===== src/rtl/emges_pkg.sv =====
// Shared types, codes, reset values and the grip table of the EMG envelope grip selector.
package emges_pkg;

   localparam int WINDOW_LEN_DEFAULT = 64;

   localparam int FUNC_W      = 2;
   localparam int SAMPLE_W    = 12;
   localparam int ENV_W       = 12;
   localparam int GRIP_W      = 3;
   localparam int PATTERN_W   = 6;
   localparam int CSR_INDEX_W = 2;
   localparam int CSR_DATA_W  = 12;

   localparam logic [FUNC_W-1:0] FUNC_SAMPLE = 2'd0;
   localparam logic [FUNC_W-1:0] FUNC_NEXT   = 2'd1;
   localparam logic [FUNC_W-1:0] FUNC_PREV   = 2'd2;

   localparam logic [CSR_INDEX_W-1:0] CSR_ON_THRESHOLD  = 2'd0;
   localparam logic [CSR_INDEX_W-1:0] CSR_OFF_THRESHOLD = 2'd1;
   localparam logic [CSR_INDEX_W-1:0] CSR_SAMPLE_OFFSET = 2'd2;

   localparam logic [CSR_DATA_W-1:0] ON_THRESHOLD_RESET  = 12'd500;
   localparam logic [CSR_DATA_W-1:0] OFF_THRESHOLD_RESET = 12'd500;
   localparam logic [CSR_DATA_W-1:0] SAMPLE_OFFSET_RESET = 12'd1396;

   localparam logic [GRIP_W-1:0] GRIP_POWER   = 3'd0;
   localparam logic [GRIP_W-1:0] GRIP_POINT   = 3'd1;
   localparam logic [GRIP_W-1:0] GRIP_PINCH   = 3'd2;
   localparam logic [GRIP_W-1:0] GRIP_HOOK    = 3'd3;
   localparam logic [GRIP_W-1:0] GRIP_LATERAL = 3'd4;
   localparam logic [GRIP_W-1:0] GRIP_PEACE   = 3'd5;

   typedef struct packed {
      logic [FUNC_W-1:0]   func;
      logic [SAMPLE_W-1:0] on_sample;
      logic [SAMPLE_W-1:0] off_sample;
   } emges_req_type;

   typedef struct packed {
      logic [ENV_W-1:0]     on_envelope;
      logic [ENV_W-1:0]     off_envelope;
      logic                 hand_active;
      logic [GRIP_W-1:0]    grip_index;
      logic [PATTERN_W-1:0] finger_pattern;
   } emges_rsp_type;

   // Finger pattern of a grip; codes beyond the table fall back to the power grip.
   function automatic logic [PATTERN_W-1:0] grip_pattern(input logic [GRIP_W-1:0] grip);
      logic [PATTERN_W-1:0] pattern;
      case (grip)
         GRIP_POINT:   pattern = 6'h37;
         GRIP_PINCH:   pattern = 6'h38;
         GRIP_HOOK:    pattern = 6'h0F;
         GRIP_LATERAL: pattern = 6'h1F;
         GRIP_PEACE:   pattern = 6'h33;
         default:      pattern = 6'h3F;
      endcase
      return pattern;
   endfunction

endpackage


===== src/rtl/emges_ram.sv =====
// Generic simple dual-port RAM with one write port and one registered read port.
module emges_ram #(
   parameter int WIDTH = 24,
   parameter int DEPTH = 64
) (
   input  logic                     clock,
   input  logic                     wr_en,
   input  logic [$clog2(DEPTH)-1:0] wr_addr,
   input  logic [WIDTH-1:0]         wr_data,
   input  logic                     rd_en,
   input  logic [$clog2(DEPTH)-1:0] rd_addr,
   output logic [WIDTH-1:0]         rd_data
);

   logic [WIDTH-1:0] mem_ff [DEPTH];
   logic [WIDTH-1:0] rd_data_ff;

   always_ff @(posedge clock) begin
      if (wr_en) begin
         mem_ff[wr_addr] <= wr_data;
      end
      // The read data holds until the next read is issued.
      if (rd_en) begin
         rd_data_ff <= mem_ff[rd_addr];
      end
   end

   assign rd_data = rd_data_ff;

endmodule


===== src/rtl/emg_envelope_grip_selector.sv =====
// Top level of the EMG envelope grip selector: sample windows, envelopes, switch and grip.
//
// Usage: the request channel (req_valid, req_stall, req_data) carries one transaction per
// item: an EMG sample pair or a grip-button event. The response channel (rsp_valid,
// rsp_stall, rsp_data) returns exactly one transaction per request, in order, holding the
// two window-mean envelopes, the switch state, the grip index and the finger pattern.
// A request taken passes through stages 1, 2 and 3 and then the response register.
// Throughput is one transaction per cycle while the receiver does not stall. The window
// RAM is read when a sample is taken and written back to that slot as the sample leaves
// stage 1; consecutive samples use successive slots, so never share an entry in flight.
// Both channels of the window live in one RAM, one entry per slot.
// When the receiver stalls, the response register holds its transaction and the
// pipeline keeps taking requests until its three stages are full; only then is
// req_stall raised. A transaction waiting in the response register does not stop
// requests from being taken while a stage is empty.
// Reset is synchronous and there is no clearing pass. The window fills in slot order, so
// a flag that sets at the first wrap of the slot counter makes unwritten slots read as
// zero. Thresholds and the baseline return to their default values; the user is to write
// them through the csr port only while the block is idle; the block does not enforce it.
module emg_envelope_grip_selector #(
   parameter int WINDOW_LEN = emges_pkg::WINDOW_LEN_DEFAULT
) (
   input  logic                                  clock,
   input  logic                                  reset,
   input  logic                                  req_valid,
   output logic                                  req_stall,
   input  emges_pkg::emges_req_type              req_data,
   output logic                                  rsp_valid,
   input  logic                                  rsp_stall,
   output emges_pkg::emges_rsp_type              rsp_data,
   input  logic                                  csr_write,
   input  logic [emges_pkg::CSR_INDEX_W-1:0]     csr_index,
   input  logic [emges_pkg::CSR_DATA_W-1:0]      csr_wdata
);

   import emges_pkg::*;

   // Slot counter and running sum widths follow from the window length.
   localparam int SLOT_W      = $clog2(WINDOW_LEN);
   localparam int SUM_W       = $clog2(4095 * WINDOW_LEN + 1);
   localparam int RAM_W       = 2 * SAMPLE_W;
   // Exact division of the running sum by the window length: multiply by a rounded-up
   // reciprocal and keep the high bits. This is exact for every sum of SUM_W bits.
   localparam int RECIP_SHIFT = SUM_W + SLOT_W;
   localparam int RECIP_W     = SUM_W + 1;
   localparam int PROD_W      = SUM_W + RECIP_W;
   localparam logic [63:0] RECIP_FULL =
      ((64'd1 << RECIP_SHIFT) / 64'(WINDOW_LEN)) + 64'd1;
   localparam logic [RECIP_W-1:0] RECIP_VAL = RECIP_FULL[RECIP_W-1:0];
   localparam logic [SLOT_W-1:0]  SLOT_LAST = SLOT_W'(WINDOW_LEN - 1);

   // Configuration registers.
   logic [CSR_DATA_W-1:0] on_threshold_ff,  on_threshold_in;
   logic [CSR_DATA_W-1:0] off_threshold_ff, off_threshold_in;
   logic [CSR_DATA_W-1:0] sample_offset_ff, sample_offset_in;

   // Architectural state outside the RAM.
   logic [SLOT_W-1:0] slot_ff,   slot_in;
   logic              filled_ff, filled_in;
   logic [SUM_W-1:0]  on_sum_ff,  on_sum_in;
   logic [SUM_W-1:0]  off_sum_ff, off_sum_in;
   logic [GRIP_W-1:0] grip_ff,   grip_in;
   logic              active_ff, active_in;

   // Stage 1: rectified samples, waiting for the old window entries.
   logic                s1_valid_ff,    s1_valid_in;
   logic [FUNC_W-1:0]   s1_func_ff,     s1_func_in;
   logic [SAMPLE_W-1:0] s1_on_rect_ff,  s1_on_rect_in;
   logic [SAMPLE_W-1:0] s1_off_rect_ff, s1_off_rect_in;
   logic [SLOT_W-1:0]   s1_slot_ff,     s1_slot_in;
   logic                s1_filled_ff,   s1_filled_in;

   // Stage 2: sums updated, envelopes being computed.
   logic                s2_valid_ff,  s2_valid_in;
   logic                s2_sample_ff, s2_sample_in;
   logic [GRIP_W-1:0]   s2_grip_ff,   s2_grip_in;

   // Stage 3: envelopes ready, switch being evaluated.
   logic                s3_valid_ff,   s3_valid_in;
   logic                s3_sample_ff,  s3_sample_in;
   logic [GRIP_W-1:0]   s3_grip_ff,    s3_grip_in;
   logic [ENV_W-1:0]    s3_on_env_ff,  s3_on_env_in;
   logic [ENV_W-1:0]    s3_off_env_ff, s3_off_env_in;

   // Response register.
   logic                rsp_valid_ff, rsp_valid_in;
   emges_rsp_type       rsp_data_ff,  rsp_data_in;

   // Pipeline flow control.
   logic req_take;
   logic out_free, s3_free, s2_free, s1_free;
   logic s1_move, s2_move, s3_move;
   logic s1_is_sample;

   // Window RAM access.
   logic [RAM_W-1:0]    ram_rd_data;
   logic [SAMPLE_W-1:0] on_old, off_old;
   logic                ram_wr_en;

   // Rectification and envelope arithmetic.
   logic [SAMPLE_W-1:0] on_rect, off_rect;
   logic [PROD_W-1:0]   on_product, off_product;

   // A stage can take a new transaction when it is empty or its own one moves on.
   assign out_free  = !rsp_valid_ff || !rsp_stall;
   assign s3_free   = !s3_valid_ff || out_free;
   assign s2_free   = !s2_valid_ff || s3_free;
   assign s1_free   = !s1_valid_ff || s2_free;
   assign s1_move   = s1_valid_ff && s2_free;
   assign s2_move   = s2_valid_ff && s3_free;
   assign s3_move   = s3_valid_ff && out_free;
   assign req_stall = !s1_free;
   assign req_take  = req_valid && s1_free;

   assign s1_is_sample = (s1_func_ff == FUNC_SAMPLE);

   // Absolute difference from the baseline always fits in twelve bits.
   always_comb begin
      if (req_data.on_sample >= sample_offset_ff) begin
         on_rect = req_data.on_sample - sample_offset_ff;
      end else begin
         on_rect = sample_offset_ff - req_data.on_sample;
      end
      if (req_data.off_sample >= sample_offset_ff) begin
         off_rect = req_data.off_sample - sample_offset_ff;
      end else begin
         off_rect = sample_offset_ff - req_data.off_sample;
      end
   end

   // The read is issued as the request is taken; the data is there while it sits in
   // stage 1 and holds until the next request is taken.
   emges_ram #(
      .WIDTH (RAM_W),
      .DEPTH (WINDOW_LEN)
   ) window_ram (
      .clock   (clock),
      .wr_en   (ram_wr_en),
      .wr_addr (s1_slot_ff),
      .wr_data ({s1_on_rect_ff, s1_off_rect_ff}),
      .rd_en   (req_take),
      .rd_addr (slot_ff),
      .rd_data (ram_rd_data)
   );

   assign ram_wr_en = s1_move && s1_is_sample;

   // Slots not yet written since reset read as zero.
   assign on_old  = s1_filled_ff ? ram_rd_data[RAM_W-1:SAMPLE_W] : '0;
   assign off_old = s1_filled_ff ? ram_rd_data[SAMPLE_W-1:0]     : '0;

   // The running sums always belong to the newest transaction in stage 2 or beyond, and
   // they only change when stage 2 is free, so stage 2 reads them directly.
   assign on_product  = PROD_W'(on_sum_ff)  * PROD_W'(RECIP_VAL);
   assign off_product = PROD_W'(off_sum_ff) * PROD_W'(RECIP_VAL);

   // Configuration writes; an index past the list is ignored.
   always_comb begin
      on_threshold_in  = on_threshold_ff;
      off_threshold_in = off_threshold_ff;
      sample_offset_in = sample_offset_ff;
      if (csr_write) begin
         unique case (csr_index)
            CSR_ON_THRESHOLD:  on_threshold_in  = csr_wdata;
            CSR_OFF_THRESHOLD: off_threshold_in = csr_wdata;
            CSR_SAMPLE_OFFSET: sample_offset_in = csr_wdata;
            default: ;
         endcase
      end
   end

   // Slot counter and fill flag advance as a sample is taken.
   always_comb begin
      slot_in   = slot_ff;
      filled_in = filled_ff;
      if (req_take && (req_data.func == FUNC_SAMPLE)) begin
         if (slot_ff == SLOT_LAST) begin
            slot_in   = '0;
            filled_in = 1'b1;
         end else begin
            slot_in = slot_ff + 1'b1;
         end
      end
   end

   always_comb begin
      s1_valid_in    = req_take || (s1_valid_ff && !s2_free);
      s1_func_in     = req_data.func;
      s1_on_rect_in  = on_rect;
      s1_off_rect_in = off_rect;
      s1_slot_in     = slot_ff;
      s1_filled_in   = filled_ff;
   end

   // Stage 1 to stage 2: running sums and grip selection.
   always_comb begin
      on_sum_in  = on_sum_ff;
      off_sum_in = off_sum_ff;
      grip_in    = grip_ff;
      if (s1_move) begin
         unique case (s1_func_ff)
            FUNC_SAMPLE: begin
               on_sum_in  = on_sum_ff - SUM_W'(on_old) + SUM_W'(s1_on_rect_ff);
               off_sum_in = off_sum_ff - SUM_W'(off_old) + SUM_W'(s1_off_rect_ff);
            end
            FUNC_NEXT: begin
               grip_in = (grip_ff < GRIP_PEACE) ? grip_ff + 1'b1 : GRIP_POWER;
            end
            FUNC_PREV: begin
               grip_in = (grip_ff > GRIP_POWER) ? grip_ff - 1'b1 : GRIP_PEACE;
            end
            default: ;
         endcase
      end
      s2_valid_in  = s1_move || (s2_valid_ff && !s3_free);
      s2_sample_in = s1_is_sample;
      s2_grip_in   = grip_in;
   end

   // Stage 2 to stage 3: the envelopes are the high bits of the reciprocal products.
   always_comb begin
      s3_valid_in   = s2_move || (s3_valid_ff && !out_free);
      s3_sample_in  = s2_sample_ff;
      s3_grip_in    = s2_grip_ff;
      s3_on_env_in  = on_product[RECIP_SHIFT +: ENV_W];
      s3_off_env_in = off_product[RECIP_SHIFT +: ENV_W];
   end

   // Stage 3 to the response: the switch makes at most one transition per sample.
   always_comb begin
      active_in = active_ff;
      if (s3_move && s3_sample_ff) begin
         if (!active_ff) begin
            active_in = (s3_on_env_ff > on_threshold_ff);
         end else begin
            active_in = !(s3_off_env_ff > off_threshold_ff);
         end
      end
      rsp_valid_in                = s3_move || (rsp_valid_ff && rsp_stall);
      rsp_data_in.on_envelope     = s3_on_env_ff;
      rsp_data_in.off_envelope    = s3_off_env_ff;
      rsp_data_in.hand_active     = active_in;
      rsp_data_in.grip_index      = s3_grip_ff;
      rsp_data_in.finger_pattern  = active_in ? grip_pattern(s3_grip_ff) : '0;
   end

   always_ff @(posedge clock) begin
      if (reset) begin
         on_threshold_ff  <= ON_THRESHOLD_RESET;
         off_threshold_ff <= OFF_THRESHOLD_RESET;
         sample_offset_ff <= SAMPLE_OFFSET_RESET;
         slot_ff          <= '0;
         filled_ff        <= 1'b0;
         on_sum_ff        <= '0;
         off_sum_ff       <= '0;
         grip_ff          <= GRIP_POWER;
         active_ff        <= 1'b0;
         s1_valid_ff      <= 1'b0;
         s2_valid_ff      <= 1'b0;
         s3_valid_ff      <= 1'b0;
         rsp_valid_ff     <= 1'b0;
      end else begin
         on_threshold_ff  <= on_threshold_in;
         off_threshold_ff <= off_threshold_in;
         sample_offset_ff <= sample_offset_in;
         slot_ff          <= slot_in;
         filled_ff        <= filled_in;
         on_sum_ff        <= on_sum_in;
         off_sum_ff       <= off_sum_in;
         grip_ff          <= grip_in;
         active_ff        <= active_in;
         s1_valid_ff      <= s1_valid_in;
         s2_valid_ff      <= s2_valid_in;
         s3_valid_ff      <= s3_valid_in;
         rsp_valid_ff     <= rsp_valid_in;
      end
   end

   // Stage payloads load only when a transaction enters the stage.
   always_ff @(posedge clock) begin
      if (req_take) begin
         s1_func_ff     <= s1_func_in;
         s1_on_rect_ff  <= s1_on_rect_in;
         s1_off_rect_ff <= s1_off_rect_in;
         s1_slot_ff     <= s1_slot_in;
         s1_filled_ff   <= s1_filled_in;
      end
      if (s1_move) begin
         s2_sample_ff <= s2_sample_in;
         s2_grip_ff   <= s2_grip_in;
      end
      if (s2_move) begin
         s3_sample_ff  <= s3_sample_in;
         s3_grip_ff    <= s3_grip_in;
         s3_on_env_ff  <= s3_on_env_in;
         s3_off_env_ff <= s3_off_env_in;
      end
      if (s3_move) begin
         rsp_data_ff <= rsp_data_in;
      end
   end

   assign rsp_valid = rsp_valid_ff;
   assign rsp_data  = rsp_data_ff;

endmodule

===== config.mk =====
export PLATFORM = sky130hd
export DESIGN_NAME = emg_envelope_grip_selector
export DESIGN_NICKNAME = d
export VERILOG_FILES = /design/src/rtl/emges_pkg.sv /design/src/rtl/emges_ram.sv /design/src/rtl/emg_envelope_grip_selector.sv
export SDC_FILE = /design/constraint.sdc
export NUM_CORES = 2
export LEC_CHECK = 0
export BUFFER_PORTS_ARGS = -buffer_cell sky130_fd_sc_hd__buf_2
export CAP_MARGIN = 0
export CELL_PAD_IN_SITES_DETAIL_PLACEMENT = 1
export CELL_PAD_IN_SITES_GLOBAL_PLACEMENT = 1
export CORE_UTILIZATION = 55
export CTS_CLUSTER_SIZE = 30
export DETAILED_ROUTE_END_ITERATION = 8
export GPL_ROUTABILITY_DRIVEN = 0
export PLACE_DENSITY_LB_ADDON = 0.1
export SETUP_SLACK_MARGIN = 0.2
export SYNTH_ARGS = -nofsm -noshare
export SYNTH_HDL_FRONTEND = slang
export SYNTH_SLANG_ARGS = --single-unit

===== constraint.sdc =====
create_clock -name clock -period 5.98 [get_ports clock]
set_clock_uncertainty 0.2 [all_clocks]
set_input_delay 0.598 -clock clock [delete_from_list [all_inputs] [get_ports clock]]
set_output_delay 0.598 -clock clock [all_outputs]
set_load 0.01 [all_outputs]

==> key figures <==
STA
  • Hold Vio Cnt, Final: 0
  • Relative slew slack: 9.146%
  • Setup total negative slack: 0 ns
  • Period utilization: 71.79%
  • Slew Limit Fails: 0
  • Fin crit period: 4.293 ns
  • Fmax: 232.9 MHz
  • Final setup vio count: 0
  • Worst slew pin tran: 1.355 ns
  • RSZ-0062 raised after global routing: false

Finish
  • Share of cells above drive strength 1: 26.26%
  • Most frequent cells in the layout: edfxtp_1, mux4_2, inv_1
  • Fin nets: 4023
  • Commonest non-fill, non-tap cell in the layout: edfxtp_1
  • Util after Layout: 62.45%
  • P&R area growth vs syn: 12.39%
  • Fin area: 79740 um2

Global routing
  • Vias in the first global route: 38932
  • Met2 GRT Util: 48.69%
  • First-pass GRT wire length: 270900 um
  • Largest net degree at the start of global routing: 76
  • Antenna violations before repair: 11
  • Met3 GRT Util: 4.520%
  • All-Layer GR Usage: 29.21%
  • Met1 GRT Util: 39.74%
  • Gr busiest metal: met2
  • GRT overflow: 0

Synthesis
  • Synth Flop Type: edfxtp_1
  • Ys Warns: 0
  • Synthesized cell area: 70950 um2
  • Post-synthesis sequential area ratio: 72.63%
  • Asr flop ratio synth: 0%
  • Number of synthesized register bits: 1745
  • Number of distinct library cells after synthesis: 73
  • Avg Cell Area, Syn: 19.79 um2
  • Post-Syn Nets: 3773
  • Post-synth EDFFs: 1658
  • Cells after Synth: 3585

Floorplanning
  • Io pins: 81
  • Die Height: 361.2 um
  • Die Footprint: 130400 um2
  • # rows: 131
  • Chip Width: 361.2 um
  • Area of the core: 127700 um2
  • Initial Utilization: 55.57%

Critical path
  • Reg-to-reg startpoint: s1_on_rect_ff[4]$_DFFE_PP_
  • R2R depth: 12
  • Worst path most repeated cell: inv_1
  • Slowest cell on crit path: buf_4
  • Worst setup startpoint: s1_on_rect_ff[4]$_DFFE_PP_
  • Peak fanout along the critical path: 65
  • Critical Path AT: 4.78 ns
  • Worst Path Required: 6.47 ns
  • CP bufs+invs: 3
  • Largest stage delay, worst path: 0.56 ns
  • Critical-path cell list: buf_4, inv_1, fa_1, inv_1, ha_1, and2_1, a221oi_1, a21oi_1, o2111a_1, o21ai_0, mux2i_1, mux2_2
  • Crit Path Category: reg -> reg
  • Setup crit end kind: flop
  • Cell depth of the worst setup path: 12
  • CP startpoint kind: flop
  • Delay-heaviest family, CP: compound AO/OA/AOI/OAI gates

Power and ir drop
  • Leak Pwr: 0.02569 uW
  • Cell-internal power: 20400 uW
  • Switch share: 22.91%
  • Pwr Density: 331.8 nW/um2
  • Register share of total power: 52.4%
  • Psw: 6063 uW
  • Clock group share of total power: 39.7%
  • Max rail drop VDD: 0.2593 mV
  • Combinational share of power: 7.9%

Routing
  • # DRC: 0
  • Wire per inst: 33.01 um
  • Via count: 36626
  • Vias per inst: 6.489
  • Drt pass-1 iters: 7
  • Final ANT Viol Nets: 0
  • Initial drt markers: 4097
  • Final WL: 186300 um

Clock tree
  • Clock Tree Buf Depth: 3
  • CTS sink count: 1745
  • Cell at the root of the clock tree: clkbuf_16
  • Worst skew pair latency: 0.81 ns
  • CTS tree: yes
  • TritonCTS Buffers: 177
  • Clock-pin slew on the worst setup and hold paths: 0.06 ns
  • Post-CTS sizing: 0
  • CTS H-tree depth: 4

Placed design
  • Hpwl dp: 110100 um
  • Post-DP Area: 74100 um2
  • Port Buffers: 80

Min path
  • Hold path cells: 4
  • Hold Startpoint: req_data[12]
  • Min-Delay Path Class: in -> reg

Run
  • Max-cap viol count: 0

Run status
  • Status: finished clean
[sequential cells by signal, summed over array words and instances (netlist names), 3 cells and up]
name	cells
s2_grip_ff	3
on_sum_ff	18
off_threshold_ff	12
s1_slot_in	6
sample_offset_ff	12
window_ram.rd_data	24
on_threshold_ff	12
off_sum_ff	18
s3_off_env_ff	12
s3_on_env_ff	12
s1_slot_ff	6
grip_ff	3
s3_grip_ff	3
s1_off_rect_ff	12
rsp_data	33
window_ram.mem_ff	1536
s1_on_rect_ff	12
[path summary, 6_finish.rpt]
check | to | slack, ns
worst min register to register | s3_grip_ff[1]$_DFFE_PP_ | 0.22
worst min-delay path | s1_on_rect_ff[0]$_DFFE_PP_ | 0.16
worst max register to register | on_sum_ff[17]$_SDFFE_PP0P_ | 1.69
worst max-delay path | on_sum_ff[17]$_SDFFE_PP0P_ | 1.69
[worst register-to-register path, delay by kind of cell (launching register included)]
family	cells	cell delay, ns
buffers and inverters	3	0.84
muxes	2	0.58
DFF	1	0.33
and+or+nand+nor	1	0.17
adders and majority gates	2	0.88
AOI/OAI and AO/OA	4	1.18
[cells in the mapped netlist (all sizes together) (18+ instances only)]
cell       n  area (um2)
nor2b     18       112.6
o21ai     43       215.2
mux4     487       10970
a21oi    123       615.6
fa        28       560.5
inv      190       713.2
o211ai    23       172.7
mux2i     28       280.3
nand2    124       465.5
dfxtp     87        1742
a21o      32       240.2
nand3     23       115.1
buf       88       457.9
a211oi    26       195.2
ha       115        1439
xor2      20       175.2
clkbuf    83       311.6
xnor2     21       183.9
edfxtp  1658       49790
nor2     140       525.5
and2      50       312.8
[stage by stage]
| step | setup WS (ns) | total power, uW | hold WS (ns) | std cells |
|---|---|---|---|---|
| 2_1_floorplan | 1.351 | 15410 | 0.2003 | 3585 |
| 3_3_place_gp | 1.865 | 16060 | 0.2027 | 5302 |
| 3_5_place_dp | 1.725 | 16180 | 0.2075 | 5302 |
| 4_1_cts | 1.743 | 26600 | 0.1242 | 5641 |
| 5_1_grt | 1.459 | 27170 | 0.1754 | 5641 |
| 6_report | 1.687 | 26460 | 0.1610 | 5644 |
[layer usage]
layer	share of wire, %	vias to the layer above	wire length (um)
met2	50	1733	92950
met5	0.015	-	28
met4	3.2	6	5985
met3	7.6	265	14090
met1	39	19638	73260
li1	-	14984	-
[what timing repair did]
action | 4_1_cts | 5_1_grt
endpoints found under the hold margin | 40 | 0
setup buffers | 0 | 0
hold buffers | 16 | 0
[cell families (layout without fill, tap and decap cells)]
family,after synthesis,count (layout),share of synthesized area (%)
DFF,1745,1745,72.63
muxes,518,518,15.90
and+or+nand+nor,442,442,2.993
buffers and inverters,362,756,2.095
AOI/OAI and AO/OA,334,334,3.058
adders and majority gates,143,143,2.818
xor gates and xnor gates,41,41,0.5061
other,0,3,0
[power groups by stage]
stage / Sequential, uW / Combinational (uW) / Clock [uW]
floorplan: 14300 / 1100 / 0
global placement: 14100 / 1940 / 0
detailed placement: 14100 / 2060 / 0
CTS: 13900 / 2080 / 10700
global route: 13900 / 2260 / 11000
finish: 13900 / 2080 / 10500
[area by class of cell]
type	instances	area [um2]
Sequential cell	1745	51550
Fill cell	10620	47940
Multi-Input combinational cell	1478	18110
Clock buffer	234	4811
Tap cell	1662	2079
Timing Repair Buffer	242	1807
Inverter	191	719.4
Clock inverter	89	656.9
Antenna cell	3	7.507
Power figures use the tool's default switching activity.
